===== src/design/hhls_pkg.sv =====
// Shared types, constants and helpers of the HTTP header length scanner.
`timescale 1ns / 1ps

package hhls_pkg;

    // Longest header scanned before the message is given up as having no header end.
    localparam int MAX_HEADER_BYTES = 65535;
    localparam int BYTE_COUNT_W     = $clog2(MAX_HEADER_BYTES + 1);

    localparam int DATA_W    = 8;
    localparam int STATUS_W  = 2;
    localparam int HDR_LEN_W = 16;
    localparam int CLEN_W    = 31;
    localparam int FOUND_W   = 32;
    localparam int RESULT_W  = STATUS_W + HDR_LEN_W + CLEN_W;
    localparam int OUT_TDATA_W = ((RESULT_W + 7) / 8) * 8;

    localparam logic [CLEN_W-1:0] VALUE_MAX = '1;

    // Header end sequence CR LF CR LF.
    localparam int END_SEQ_LEN = 4;
    localparam int END_POS_W   = $clog2(END_SEQ_LEN + 1);

    localparam logic [DATA_W-1:0] CHAR_NUL   = 8'h00;
    localparam logic [DATA_W-1:0] CHAR_TAB   = 8'h09;
    localparam logic [DATA_W-1:0] CHAR_LF    = 8'h0A;
    localparam logic [DATA_W-1:0] CHAR_VT    = 8'h0B;
    localparam logic [DATA_W-1:0] CHAR_FF    = 8'h0C;
    localparam logic [DATA_W-1:0] CHAR_CR    = 8'h0D;
    localparam logic [DATA_W-1:0] CHAR_SPACE = 8'h20;
    localparam logic [DATA_W-1:0] CHAR_PLUS  = 8'h2B;
    localparam logic [DATA_W-1:0] CHAR_MINUS = 8'h2D;
    localparam logic [DATA_W-1:0] CHAR_0     = 8'h30;
    localparam logic [DATA_W-1:0] CHAR_9     = 8'h39;
    localparam logic [DATA_W-1:0] CHAR_COLON = 8'h3A;
    localparam logic [DATA_W-1:0] CHAR_UC_A  = 8'h41;
    localparam logic [DATA_W-1:0] CHAR_UC_Z  = 8'h5A;
    localparam logic [DATA_W-1:0] CHAR_LC_C  = 8'h63;
    localparam logic [DATA_W-1:0] CASE_OFFSET = 8'h20;

    // Header name looked for, in lower case.
    localparam int NAME_LEN   = 14;
    localparam int NAME_POS_W = $clog2(NAME_LEN + 1);
    localparam logic [DATA_W-1:0] CL_NAME [NAME_LEN] = '{
        8'h63, 8'h6F, 8'h6E, 8'h74, 8'h65, 8'h6E, 8'h74,
        8'h2D, 8'h6C, 8'h65, 8'h6E, 8'h67, 8'h74, 8'h68
    };

    typedef enum logic [1:0] {
        PH_SKIP   = 2'd0,
        PH_DIGITS = 2'd1,
        PH_DONE   = 2'd2
    } t_num_phase;

    typedef enum logic [STATUS_W-1:0] {
        ST_OK      = 2'd0,
        ST_NO_END  = 2'd1,
        ST_NEG_LEN = 2'd2
    } t_status;

    // Per-byte control from the message tracker to the line parser.
    typedef struct packed {
        logic fire;   // a word is processed this cycle
        logic first;  // state is cleared before the word
        logic step;   // the word is part of the header scan
    } t_step_ctrl;

    // What the line parser reports about the line the current word ends.
    typedef struct packed {
        logic               cand;   // line ends here with the name and a colon
        logic [FOUND_W-1:0] value;  // two's complement value of that line
    } t_line_info;

    typedef struct packed {
        logic                 valid;
        t_status              status;
        logic [HDR_LEN_W-1:0] header_length;
        logic [CLEN_W-1:0]    content_length;
    } t_result;

    function automatic logic [DATA_W-1:0] to_lower(input logic [DATA_W-1:0] c);
        logic [DATA_W-1:0] r;
        r = c;
        if (c >= CHAR_UC_A && c <= CHAR_UC_Z) begin
            r = c + CASE_OFFSET;
        end
        return r;
    endfunction

    function automatic logic is_blank(input logic [DATA_W-1:0] c);
        return (c == CHAR_SPACE) || (c == CHAR_TAB) || (c == CHAR_VT) || (c == CHAR_FF);
    endfunction

endpackage


===== src/design/hhls_line_parser.sv =====
// Per-line matcher for the Content-Length name, the colon and the decimal value.
`timescale 1ns / 1ps

module hhls_line_parser (
    input  logic                       i_clk,
    input  logic                       i_rst_n,
    input  logic [hhls_pkg::DATA_W-1:0] i_byte,
    input  hhls_pkg::t_step_ctrl       i_ctrl,
    output hhls_pkg::t_line_info       o_line
);
    import hhls_pkg::*;

    logic [NAME_POS_W-1:0] r_name_pos, n_name_pos, eff_name_pos;
    logic                  r_has_name, n_has_name, eff_has_name;
    logic                  r_colon,    n_colon,    eff_colon;
    t_num_phase            r_phase,    n_phase,    eff_phase;
    logic                  r_neg,      n_neg,      eff_neg;
    logic [CLEN_W-1:0]     r_value,    n_value,    eff_value;

    logic              is_eol;
    logic [DATA_W-1:0] lc;
    logic [CLEN_W+3:0] times_ten;

    function automatic logic [CLEN_W:0] r_value_ext(input logic [CLEN_W-1:0] v);
        return {1'b0, v};
    endfunction

    assign is_eol = (i_byte == CHAR_CR) || (i_byte == CHAR_LF);
    assign lc     = to_lower(i_byte);

    // Value * 10 + digit, wide enough that it cannot wrap before saturation.
    assign times_ten = {r_value_ext(eff_value), 3'b000} + {2'b00, r_value_ext(eff_value), 1'b0}
                     + (CLEN_W+4)'(i_byte - CHAR_0);

    // A new message starts from a clean line.
    always_comb begin
        if (i_ctrl.first) begin
            eff_name_pos = '0;
            eff_has_name = 1'b0;
            eff_colon    = 1'b0;
            eff_phase    = PH_SKIP;
            eff_neg      = 1'b0;
            eff_value    = '0;
        end else begin
            eff_name_pos = r_name_pos;
            eff_has_name = r_has_name;
            eff_colon    = r_colon;
            eff_phase    = r_phase;
            eff_neg      = r_neg;
            eff_value    = r_value;
        end
    end

    always_comb begin
        logic       name_hit;
        logic       skip;
        t_num_phase ph;
        n_name_pos = r_name_pos;
        n_has_name = r_has_name;
        n_colon    = r_colon;
        n_phase    = r_phase;
        n_neg      = r_neg;
        n_value    = r_value;
        name_hit   = 1'b0;
        skip       = 1'b0;
        ph         = eff_phase;
        if (i_ctrl.fire) begin
            n_name_pos = eff_name_pos;
            n_has_name = eff_has_name;
            n_colon    = eff_colon;
            n_phase    = eff_phase;
            n_neg      = eff_neg;
            n_value    = eff_value;
            if (i_ctrl.step) begin
                if (is_eol) begin
                    n_name_pos = '0;
                    n_has_name = 1'b0;
                    n_colon    = 1'b0;
                    n_phase    = PH_SKIP;
                    n_neg      = 1'b0;
                    n_value    = '0;
                end else begin
                    if (!eff_has_name) begin
                        name_hit = (eff_name_pos < NAME_POS_W'(NAME_LEN))
                                && (lc == CL_NAME[eff_name_pos]);
                        if (name_hit) begin
                            n_name_pos = eff_name_pos + 1'b1;
                        end else begin
                            n_name_pos = (lc == CHAR_LC_C) ? NAME_POS_W'(1) : '0;
                        end
                        n_has_name = (n_name_pos >= NAME_POS_W'(NAME_LEN));
                    end
                    if (!eff_colon) begin
                        n_colon = (i_byte == CHAR_COLON);
                    end else begin
                        if (ph == PH_SKIP) begin
                            priority if (is_blank(i_byte)) begin
                                skip = 1'b1;
                            end else if (i_byte == CHAR_PLUS) begin
                                skip    = 1'b1;
                                n_phase = PH_DIGITS;
                            end else if (i_byte == CHAR_MINUS) begin
                                skip    = 1'b1;
                                n_phase = PH_DIGITS;
                                n_neg   = 1'b1;
                            end else begin
                                ph      = PH_DIGITS;
                                n_phase = PH_DIGITS;
                            end
                        end
                        if (!skip && ph == PH_DIGITS) begin
                            if (i_byte >= CHAR_0 && i_byte <= CHAR_9) begin
                                n_value = (times_ten > (CLEN_W+4)'(VALUE_MAX))
                                        ? VALUE_MAX : times_ten[CLEN_W-1:0];
                            end else begin
                                n_phase = PH_DONE;
                            end
                        end
                    end
                end
            end
        end
    end

    always_ff @(posedge i_clk) begin
        if (!i_rst_n) begin
            r_name_pos <= '0;
            r_has_name <= 1'b0;
            r_colon    <= 1'b0;
            r_phase    <= PH_SKIP;
            r_neg      <= 1'b0;
            r_value    <= '0;
        end else begin
            r_name_pos <= n_name_pos;
            r_has_name <= n_has_name;
            r_colon    <= n_colon;
            r_phase    <= n_phase;
            r_neg      <= n_neg;
            r_value    <= n_value;
        end
    end

    // The line state before this word decides whether the ending line wins.
    always_comb begin
        o_line.cand  = is_eol && eff_has_name && eff_colon;
        o_line.value = eff_neg ? (FOUND_W'(0) - FOUND_W'(eff_value)) : FOUND_W'(eff_value);
    end

endmodule


===== src/design/hhls_msg_tracker.sv =====
// Message-level state: header end match, byte count, stored length and the result.
`timescale 1ns / 1ps

module hhls_msg_tracker (
    input  logic                        i_clk,
    input  logic                        i_rst_n,
    input  logic                        i_fire,
    input  logic [hhls_pkg::DATA_W-1:0] i_byte,
    input  logic                        i_first,
    input  logic                        i_last,
    input  hhls_pkg::t_line_info        i_line,
    output hhls_pkg::t_step_ctrl        o_ctrl,
    output hhls_pkg::t_result           o_result
);
    import hhls_pkg::*;

    logic [END_POS_W-1:0]    r_end_pos, n_end_pos, eff_end_pos;
    logic                    r_found,   n_found,   eff_found;
    logic [FOUND_W-1:0]      r_flen,    n_flen,    eff_flen;
    logic [BYTE_COUNT_W-1:0] r_count,   n_count,   eff_count;
    logic                    r_done,    n_done,    eff_done;

    logic              step;
    logic [DATA_W-1:0] end_char;

    always_comb begin
        eff_end_pos = i_first ? '0   : r_end_pos;
        eff_found   = i_first ? 1'b0 : r_found;
        eff_flen    = i_first ? '0   : r_flen;
        eff_count   = i_first ? '0   : r_count;
        eff_done    = i_first ? 1'b0 : r_done;
    end

    assign step     = i_fire && !eff_done && (i_byte != CHAR_NUL);
    assign end_char = eff_end_pos[0] ? CHAR_LF : CHAR_CR;

    always_comb begin
        o_ctrl.fire  = i_fire;
        o_ctrl.first = i_first;
        o_ctrl.step  = step;
    end

    always_comb begin
        n_end_pos = r_end_pos;
        n_found   = r_found;
        n_flen    = r_flen;
        n_count   = r_count;
        n_done    = r_done;
        o_result  = '{valid: 1'b0, status: ST_OK, header_length: '0, content_length: '0};
        if (i_fire) begin
            n_end_pos = eff_end_pos;
            n_found   = eff_found;
            n_flen    = eff_flen;
            n_count   = eff_count;
            n_done    = eff_done;
            if (!eff_done) begin
                if (i_byte == CHAR_NUL) begin
                    n_done          = 1'b1;
                    o_result.valid  = 1'b1;
                    o_result.status = ST_NO_END;
                end else begin
                    n_count = eff_count + 1'b1;
                    if (eff_end_pos < END_POS_W'(END_SEQ_LEN) && i_byte == end_char) begin
                        n_end_pos = eff_end_pos + 1'b1;
                    end else begin
                        n_end_pos = (i_byte == CHAR_CR) ? END_POS_W'(1) : '0;
                    end
                    if (i_line.cand && !eff_found) begin
                        n_found = 1'b1;
                        n_flen  = i_line.value;
                    end
                    priority if (n_end_pos >= END_POS_W'(END_SEQ_LEN)) begin
                        n_done         = 1'b1;
                        o_result.valid = 1'b1;
                        if (n_found && n_flen[FOUND_W-1]) begin
                            o_result.status = ST_NEG_LEN;
                        end else begin
                            o_result.status        = ST_OK;
                            o_result.header_length = HDR_LEN_W'(32'(n_count));
                            o_result.content_length =
                                n_found ? n_flen[CLEN_W-1:0] : '0;
                        end
                    end else if (i_last
                            || n_count >= BYTE_COUNT_W'(MAX_HEADER_BYTES)) begin
                        n_done          = 1'b1;
                        o_result.valid  = 1'b1;
                        o_result.status = ST_NO_END;
                    end else begin
                        n_done = 1'b0;
                    end
                end
            end
        end
    end

    always_ff @(posedge i_clk) begin
        if (!i_rst_n) begin
            r_end_pos <= '0;
            r_found   <= 1'b0;
            r_flen    <= '0;
            r_count   <= '0;
            r_done    <= 1'b0;
        end else begin
            r_end_pos <= n_end_pos;
            r_found   <= n_found;
            r_flen    <= n_flen;
            r_count   <= n_count;
            r_done    <= n_done;
        end
    end

endmodule


===== src/design/http_header_length_scanner.sv =====
// Top level of the HTTP header length scanner: input register, scan logic, result register.
`timescale 1ns / 1ps
//
// The block takes a message one byte per word on the slave stream and reports, once per
// message, the length of the HTTP header (up to and including CR LF CR LF) and the value
// of the first Content-Length line. tuser bit 0 marks the first byte of a message and
// clears all scan state; tlast marks the last byte of the available buffer.
// A result word leaves on the master stream when the header end is seen, when a NUL byte,
// the buffer end or the header size limit comes first (status 1), or when the length is
// negative (status 2). Bytes after a result are dropped until the next first byte.
// Each accepted word is held in an input register and scanned once the result register
// can take what the scan gives; a result word is then held in the result register. A new
// word can be taken on every cycle as long as the result register is not blocked: the scan
// of one byte is a single pass through the name, header end and decimal matchers, and the
// only loop is the per-byte state update. When the receiver stalls the result register
// holds its word, the input register holds the next byte, and tready falls only once both are full.
// Reset (i_rst_n low at a clock edge) empties both registers and clears all scan state,
// as if a first byte had been seen.

module http_header_length_scanner (
    input  logic                                i_clk,
    input  logic                                i_rst_n,
    input  logic                                i_s_axis_tvalid,
    output logic                                o_s_axis_tready,
    input  logic [hhls_pkg::DATA_W-1:0]         i_s_axis_tdata,  // [7:0] data_byte
    input  logic                                i_s_axis_tuser,  // [0] first_byte
    input  logic                                i_s_axis_tlast,  // last_byte
    output logic                                o_m_axis_tvalid,
    input  logic                                i_m_axis_tready,
    // [1:0] status, [17:2] header_length, [48:18] content_length, [55:49] zero
    output logic [hhls_pkg::OUT_TDATA_W-1:0]    o_m_axis_tdata
);
    import hhls_pkg::*;

    // Input register.
    logic              r_in_valid, n_in_valid;
    logic [DATA_W-1:0] r_in_byte;
    logic              r_in_first;
    logic              r_in_last;

    // Result register.
    logic                r_out_valid, n_out_valid;
    logic [RESULT_W-1:0] r_out_data;

    logic       proceed;
    logic       s_fire;
    t_step_ctrl ctrl;
    t_line_info line_info;
    t_result    result;

    // The held byte is scanned whenever the result register can take what it may give.
    assign proceed         = r_in_valid && (!r_out_valid || i_m_axis_tready);
    assign o_s_axis_tready = !r_in_valid || proceed;
    assign s_fire          = i_s_axis_tvalid && o_s_axis_tready;

    hhls_line_parser u_line_parser (
        .i_clk   (i_clk),
        .i_rst_n (i_rst_n),
        .i_byte  (r_in_byte),
        .i_ctrl  (ctrl),
        .o_line  (line_info)
    );

    hhls_msg_tracker u_msg_tracker (
        .i_clk    (i_clk),
        .i_rst_n  (i_rst_n),
        .i_fire   (proceed),
        .i_byte   (r_in_byte),
        .i_first  (r_in_first),
        .i_last   (r_in_last),
        .i_line   (line_info),
        .o_ctrl   (ctrl),
        .o_result (result)
    );

    always_comb begin
        n_in_valid = r_in_valid;
        if (s_fire) begin
            n_in_valid = 1'b1;
        end else if (proceed) begin
            n_in_valid = 1'b0;
        end
    end

    always_comb begin
        n_out_valid = r_out_valid;
        if (proceed && result.valid) begin
            n_out_valid = 1'b1;
        end else if (i_m_axis_tready) begin
            n_out_valid = 1'b0;
        end
    end

    always_ff @(posedge i_clk) begin
        if (!i_rst_n) begin
            r_in_valid  <= 1'b0;
            r_out_valid <= 1'b0;
        end else begin
            r_in_valid  <= n_in_valid;
            r_out_valid <= n_out_valid;
        end
    end

    // Payload registers carry no reset.
    always_ff @(posedge i_clk) begin
        if (s_fire) begin
            r_in_byte  <= i_s_axis_tdata;
            r_in_first <= i_s_axis_tuser;
            r_in_last  <= i_s_axis_tlast;
        end
        if (proceed && result.valid) begin
            r_out_data <= {result.content_length, result.header_length, result.status};
        end
    end

    assign o_m_axis_tvalid = r_out_valid;
    assign o_m_axis_tdata  = OUT_TDATA_W'(r_out_data);

`ifndef SYNTHESIS
    // A byte waiting in the input register is never lost or overwritten.
    assert property (@(posedge i_clk) disable iff (!i_rst_n)
        r_in_valid && !proceed |=> r_in_valid && $stable(r_in_byte)
            && $stable(r_in_first) && $stable(r_in_last))
        else $error("input register lost a waiting byte");

    // Every result produced by the scan reaches the result register.
    assert property (@(posedge i_clk) disable iff (!i_rst_n)
        proceed && result.valid |=> o_m_axis_tvalid)
        else $error("scan result was not registered");

    // An error result carries no lengths.
    assert property (@(posedge i_clk) disable iff (!i_rst_n)
        o_m_axis_tvalid && (r_out_data[STATUS_W-1:0] != ST_OK)
            |-> (r_out_data[RESULT_W-1:STATUS_W] == '0))
        else $error("error result with nonzero length fields");

    // Nothing is scanned while the receiver holds off a full result register.
    assert property (@(posedge i_clk) disable iff (!i_rst_n)
        o_m_axis_tvalid && !i_m_axis_tready |-> !proceed)
        else $error("scan advanced while the result register was blocked");
`endif

endmodule


===== config.mk =====
export PLATFORM = sky130hd
export DESIGN_NAME = http_header_length_scanner
export DESIGN_NICKNAME = d
export VERILOG_FILES = /design/src/design/hhls_pkg.sv /design/src/design/hhls_line_parser.sv /design/src/design/hhls_msg_tracker.sv /design/src/design/http_header_length_scanner.sv
export SDC_FILE = /design/constraint.sdc
export NUM_CORES = 1
export LEC_CHECK = 0
export ABC_AREA = 1
export BUFFER_PORTS_ARGS = -buffer_cell sky130_fd_sc_hd__buf_2
export CAP_MARGIN = 0
export CORE_ASPECT_RATIO = 0.6
export CORE_MARGIN = 1.5
export CORE_UTILIZATION = 30
export CTS_BUF_LIST = sky130_fd_sc_hd__clkbuf_8
export CTS_CLUSTER_DIAMETER = 150
export DETAILED_ROUTE_END_ITERATION = 6
export MAX_ROUTING_LAYER = met4
export PLACE_DENSITY = 0.45
export SYNTH_ARGS = -nofsm -noshare
export SYNTH_HDL_FRONTEND = slang
export SYNTH_SLANG_ARGS = --single-unit

===== constraint.sdc =====
create_clock -name i_clk -period 5.9 [get_ports i_clk]
set_clock_uncertainty 0.1 [all_clocks]
set_input_delay 0.59 -clock i_clk [delete_from_list [all_inputs] [get_ports i_clk]]
set_output_delay 0.59 -clock i_clk [all_outputs]
set_load 0.005 [all_outputs]

# Yosys cells after proc, flatten, opt, wreduce, memory -nomap -nowiden
# Memory sizes are Yosys's and may differ from the RTL's.
# Index checks and enable logic that the tools add are counted.
dict set report totals {
  regBits 154
  mem_bits_ro 128
  wordCells 198
  mem_count 1
}
# name words word_bits rd rd_ports_with_merged_regs write_ports line
set mem_list {}
lappend mem_list {{(name not given)} 16 8 1 0 0 hhls_line_parser.sv:85} ;# && (lc == CL_NAME[eff_name_pos]);
dict set report classes {
  addsub 8
  n_lt_le_gt_ge 11
  eq_ne 13
  muxes 106
  n_bitwise 4
  reduce_logical 35
}
# operator count
set ops {}
lappend ops {{two-way mux 32 bit} 8}
lappend ops {{two-way mux 31 bit} 8}
lappend ops {{two-way mux 47 bit} 3}
lappend ops {{two-way mux 50 bit} 2}
lappend ops {{two-way mux 16 bit} 3}
lappend ops {{two-way mux 1 bit} 42}
lappend ops {{equality test 8 x 4 -> 1 bit, second input constant} 5}
lappend ops {{two-way mux 4 bit} 9}
lappend ops {{adder 34 x 32 -> 35 bit} 1}
lappend ops {{adder 35 bit} 1}
lappend ops {{> comparator 35 x 31 -> 1 bit, second input constant} 1}
lappend ops {{two-way mux 2 bit} 17}
lappend ops {{two-way mux 3 bit} 11}
lappend ops {{equality test 8 x 6 -> 1 bit, second input constant} 4}
lappend ops {{subtractor 1 x 31 -> 32 bit, first input constant} 1}
lappend ops {{two-way mux 8 bit} 3}
lappend ops {{adder 16 x 1 -> 16 bit, second input constant} 1}
lappend ops {{equality test 8 bit} 2}
lappend ops {{>= comparator 16 bit, second input constant} 1}
lappend ops {{logical AND 1 bit} 14}
lappend ops {{subtractor 8 x 6 -> 9 bit, second input constant} 1}
lappend ops {{adder 8 x 6 -> 8 bit, second input constant} 1}
lappend ops {{equality test 8 x 7 -> 1 bit, second input constant} 1}
lappend ops {{>= comparator 8 x 6 -> 1 bit, second input constant} 1}
lappend ops {{other kinds (23)} 36}

# Depth between registers and ports, before layout
dict set report logic_depth {
  word_depth 17
  mapped_depth 25
  mapped_depth_nobuf 23
}

# Modules after synthesis
# From an unflattened synthesis, not the netlist that was laid out.
dict set report hier_totals {
  hier_cells 1981
  area_unflattened_um2 12992.5
}
# module n_inst cells_each area_each_um2
set by_module_without_submodules {}
lappend by_module_without_submodules {hhls_line_parser 1 1262 7283.2}
lappend by_module_without_submodules {hhls_msg_tracker 1 635 3773.6}
lappend by_module_without_submodules {http_header_length_scanner 1 84 1935.6}

# Worst setup path after synthesis
# Ideal clock, no wire load.
dict set report synth_path {
  path_type {flip-flop to flip-flop}
  startpoint {register r_in_byte[4]}
  endpoint {register u_line_parser.r_value[17]}
  arrival_ps 4686
  required_ps 5681
  setup_slack_ps 994
  path_stages_with_launch 22
  n_path_buf 1
  cell_sequence {edfxtp_1 > ha_1 > nor2_1 > inv_1 > fa_1 > inv_1 > ha_1 > nand2_1 > inv_1 > a21oi_1 > nand2_1 > a21oi_1 > nand2_1 > nand2_1 > nand2_1 > nor2_1 > buf_2 > nand3_1 > nand2_1 > nand2_1 > nand2_1 > a21oi_1}
}
dict set report synth_between {
  elab_chain_cells 16
  word_cells_on_any_way 45
}
# item line
set synth_lines {}
lappend synth_lines {{start, declared} http_header_length_scanner.sv:37} ;# logic [DATA_W-1:0] r_in_byte;
lappend synth_lines {{start signal, assigned} http_header_length_scanner.sv:107} ;# r_in_byte <= i_s_axis_tdata;
lappend synth_lines {{branches (longest 15 deep; another with adder 35 bit)} -}
lappend synth_lines {{two-way mux 31 bit (*)} hhls_line_parser.sv:74} ;# if (i_ctrl.step) begin
lappend synth_lines {{end signal, assigned} hhls_line_parser.sv:139} ;# r_value <= n_value;
lappend synth_lines {{end, declared} hhls_line_parser.sv:18} ;# logic [CLEN_W-1:0] r_value, n_value, eff_value;
# Every way passes the cells marked *. The select of a mux whose other input is x is not followed.
# A chain may end at the register's enable or synchronous reset.

# Final worst setup path
dict set report layout_path {
  startpoint {register r_in_byte[4]}
  endpoint {register u_line_parser.r_value[7]}
}
# The elaborated chain is that of the path after synthesis.

==> impl_summary.txt <==
----------------------------------------------------
[STA]
  Final max-slew violation count ... 0
  Setup repair after global routing missed its margin ... no
  Worst slew margin relative to its limit ... 23.9%
  Aggregate negative setup slack ... 0 ns
  Setup violators final ... 0
  Post-route clock period utilization ... 88.1%
  Actual transition at the worst max-transition pin ... 1.14 ns
  Max Clk Rate ... 192 MHz
  Worst hold slack ... 0.177 ns
  Post-layout min period ... 5.20 ns
  Count of final hold-check violations ... 0

[Synth]
  Sequential area share after synthesis ... 29.5%
  Synth area leaders ... sky130_fd_sc_hd__nand2_1 17%, sky130_fd_sc_hd__dfxtp_1 15%, sky130_fd_sc_hd__edfxtp_1 14%, sky130_fd_sc_hd__inv_1 7.7%, sky130_fd_sc_hd__a21oi_1 7.3%
  Number of library cell types mapped by synthesis ... 46
  Most used DFF post-synth ... sky130_fd_sc_hd__dfxtp_1
  Post-Synthesis Mean Instance Area ... 6.52 um^2
  Share of flip-flops with an asynchronous set or reset ... 0%
  Post-synthesis cell count ... 1,914
  Most area-hungry cell type in the Yosys netlist ... sky130_fd_sc_hd__nand2_1
  Syn Std Cell Area ... 12,500 um^2
  Flip-flop and latch count after synthesis ... 154
  Area fraction of the dominant cell type after synthesis ... 16.7%
  Count of yosys warnings during synthesis ... 0
  Post-synth EDFFs ... 59

[Critical path]
  Worst-path maximum fanout ... 23
  Sort of element at the start of the critical path ... flop
  Worst Path Class, Setup ... flop to flop
  Chain of cells forming the critical path ... ha_1 > nor2_2 > inv_1 > fa_1 > inv_1 > ha_1 > nand2_1 > inv_1 > a21oi_1 > nand2_1 > a21oi_1 > nand2_1 > nand2_1 > nand2_1 > nor2_1 > buf_4 > nand2_1 > nor2_2 > nand2_1 > nand2_1 > a21oi_1
  Largest stage delay, worst path ... 0.57 ns
  Signal arrival time at the worst endpoint ... 5.47 ns
  Crit-path slowest cell ... sky130_fd_sc_hd__fa_1
  Cell type with the highest occurrence count on the critical path ... sky130_fd_sc_hd__nand2_1
  Required time of the critical path ... 6.18 ns
  Type of element capturing the critical path ... flop

[Route]
  Ratio of routed vias to standard cells ... 4.88
  Routed length per placed instance ... 16.7 um
  Number of remaining DRC errors ... 0
  Total wire length ... 42,100 um
  First drt pass iteration count ... 5
  Detail Route Antenna Nets ... 0
  Via Count ... 12,300
  Number of DRC markers in iteration 0 ... 1,222

[Cells and area]
  Area growth syn-to-layout ... 9.59%
  Net count of the finished layout ... 2,036
  Proportion of layout cells with a drive suffix above 1 ... 9.02%
  Fill cell total of the finished layout ... 4,483
  Diode count ... 0
  Non-Filler Instances ... 2,512

[Clock tree]
  Clock-pin slew on the worst setup and hold paths ... 0.09 ns
  Clock tree from TritonCTS ... built
  Depth of the CTS H-tree ... 4
  Root Buffer Master ... sky130_fd_sc_hd__clkbuf_8
  Buffer levels on the longest clock path ... 2
  Post-cts gate resize count ... 0
  TritonCTS buffer count ... 17
  Buffers inserted during post-CTS setup optimization ... 0
  Clock Latency Late Sink ... 0.49 ns
  Hold-fix buffer count after cts ... 0
  Num Clock Sinks ... 154

[Die]
  Total Die Area ... 42,800 um^2
  Chip Height ... 161 um
  Initial cell density of the core ... 30.6%
  Total core area ... 40,700 um^2
  Number of cell rows ... 57
  Overall die width ... 266 um
  IO Pins ... 72

[GRT]
  Tot GR Track Use ... 20.7%
  Number of antenna violations at the first check in global routing ... 0
  Pin count of the biggest net entering global routing ... 62
  GR Overflow Total ... 0
  Via count of the first global-routing pass ... 11,600
  First-pass GRT wire length ... 67,200 um

[Status]
  Result of the run ... complete, no violations

[Power and ir drop]
  Peak ir drop on the vdd network ... 124 uV
  Overall power after layout ... 2.52 mW
  Static Leak ... 5.87 nW
  Power density relative to cell area ... 185 nW/um^2

[Place]
  Last weighted congestion value of the routability-driven placer ... 0.883
  Placed insts ... 2,480
  Half-perimeter wire length of the detailed placement result ... 31,200 um
  Count of input and output buffers ... 64

[Job]
  Max cap viols ... 0

[Hold path]
  Worst Hold Class ... input pin to flop

----------------------------------------------------
-- report_power, final --
group | switching (mW) | internal (mW)
registers | 0.0288 | 1.14
logic | 0.361 | 0.159
clock network | 0.457 | 0.375
-- worst max-delay path, delay by kind of cell (launching register included) --
family	cells	cell delay, ns
flops	1	0.53
simple gates	11	1.87
compound gates	3	0.56
fa+ha+maj	3	1.21
buf+inv	4	0.78
-- synth_stat cells (20+ instances only) --
cell type / instances
sky130_fd_sc_hd__nand2_1: 555
sky130_fd_sc_hd__inv_1: 257
sky130_fd_sc_hd__a21oi_1: 183
sky130_fd_sc_hd__nor2_1: 158
sky130_fd_sc_hd__o21ai_0: 152
sky130_fd_sc_hd__nand3_1: 107
sky130_fd_sc_hd__dfxtp_1: 95
sky130_fd_sc_hd__edfxtp_1: 59
sky130_fd_sc_hd__ha_1: 53
sky130_fd_sc_hd__clkbuf_1: 45
sky130_fd_sc_hd__fa_1: 30
sky130_fd_sc_hd__buf_2: 20
sky130_fd_sc_hd__xor2_1: 20
-- final timing paths --
kind,depth (start not counted),start,slack [ns],end
worst min-delay path,1,i_s_axis_tdata[3],0.18,r_in_byte[3]
worst min register to register,2,u_msg_tracker.r_count[2],0.37,u_msg_tracker.r_count[2]
worst max-delay path,21,r_in_byte[4],0.70,u_line_parser.r_value[7]
worst max register to register,21,r_in_byte[4],0.70,u_line_parser.r_value[7]
-- final cells by class --
type	instances	area, um^2	share of cell area, %
Clock buffer	17	234	1.71
Timing Repair Buffer	83	475	3.48
Tap cell	560	701	5.13
Multi-Input combinational cell	1413	7420	54.3
Inverter	270	1010	7.42
Sequential cell	154	3670	26.9
Clock inverter	15	150	1.10
-- state kept, by name (all words and copies together) (netlist names) --
signal	count
u_msg_tracker.r_flen	32
u_line_parser.r_colon	1
u_line_parser.r_value	31
u_line_parser.r_has_name	1
u_msg_tracker.r_count	16
r_out_data	49
u_msg_tracker.r_done	1
r_in_valid	1
u_line_parser.r_phase	2
u_msg_tracker.r_found	1
u_line_parser.r_name_pos	4
u_msg_tracker.r_end_pos	3
r_in_last	1
r_in_first	1
o_m_axis_tvalid	1
u_line_parser.r_neg	1
r_in_byte	8
-- logic make-up (layout without fill, tap and decap cells) --
group                      Yosys count  count (layout)  synth area share, %
AOI/OAI and AO/OA                  378             378                 16.0
xor gates and xnor gates            38              38                 2.67
adders and majority gates           83              83                 10.1
buffers and inverters              353             385                 11.3
DFF                                154             154                 29.5
other                                1               7               0.0301
and+or+nand+nor                    907             907                 30.4
-- per-stage QoR --
step                area, um^2  utilization, %  worst slack, ns
finish                   13700            33.6            0.701
global route             13700            33.6            0.355
CTS                      13700            33.6            0.776
detailed placement       13300            32.6            0.800
global placement         13300            32.6            0.831
floorplan                12500               -            0.994
-- metal layers --
layer	wire, um	GRT usage, %	vias to the layer above
li1	-	-	6190
met4	314	3.36	0
met1	23200	32.9	5714
met5	0	-	-
met3	2400	3.28	23
met2	16200	26.8	331
-- cell usage in the layout, fill, tap and decap left out, types with 6 or more instances in the layout --
master                     instances
sky130_fd_sc_hd__nand2_1         554
sky130_fd_sc_hd__inv_1           257
sky130_fd_sc_hd__a21oi_1         183
sky130_fd_sc_hd__nor2_1          155
sky130_fd_sc_hd__o21ai_0         152
sky130_fd_sc_hd__nand3_1         107
sky130_fd_sc_hd__dfxtp_1          95
sky130_fd_sc_hd__buf_2            64
sky130_fd_sc_hd__edfxtp_1         59
sky130_fd_sc_hd__ha_1             53
sky130_fd_sc_hd__fa_1             30
sky130_fd_sc_hd__nor2_2           21
sky130_fd_sc_hd__xor2_1           20
sky130_fd_sc_hd__nor3_1           19
sky130_fd_sc_hd__xnor2_1          18
sky130_fd_sc_hd__buf_4            18
sky130_fd_sc_hd__clkbuf_8         17
sky130_fd_sc_hd__inv_2            14
sky130_fd_sc_hd__nand4_1          14
sky130_fd_sc_hd__o211ai_1          9
sky130_fd_sc_hd__o21ai_1           7
sky130_fd_sc_hd__nand2_2           7
sky130_fd_sc_hd__or2_2             7
sky130_fd_sc_hd__nand3b_1          7
sky130_fd_sc_hd__conb_1            7
sky130_fd_sc_hd__nor2_4            6
sky130_fd_sc_hd__a31oi_1           6
(Power assumes the default switching activity.)
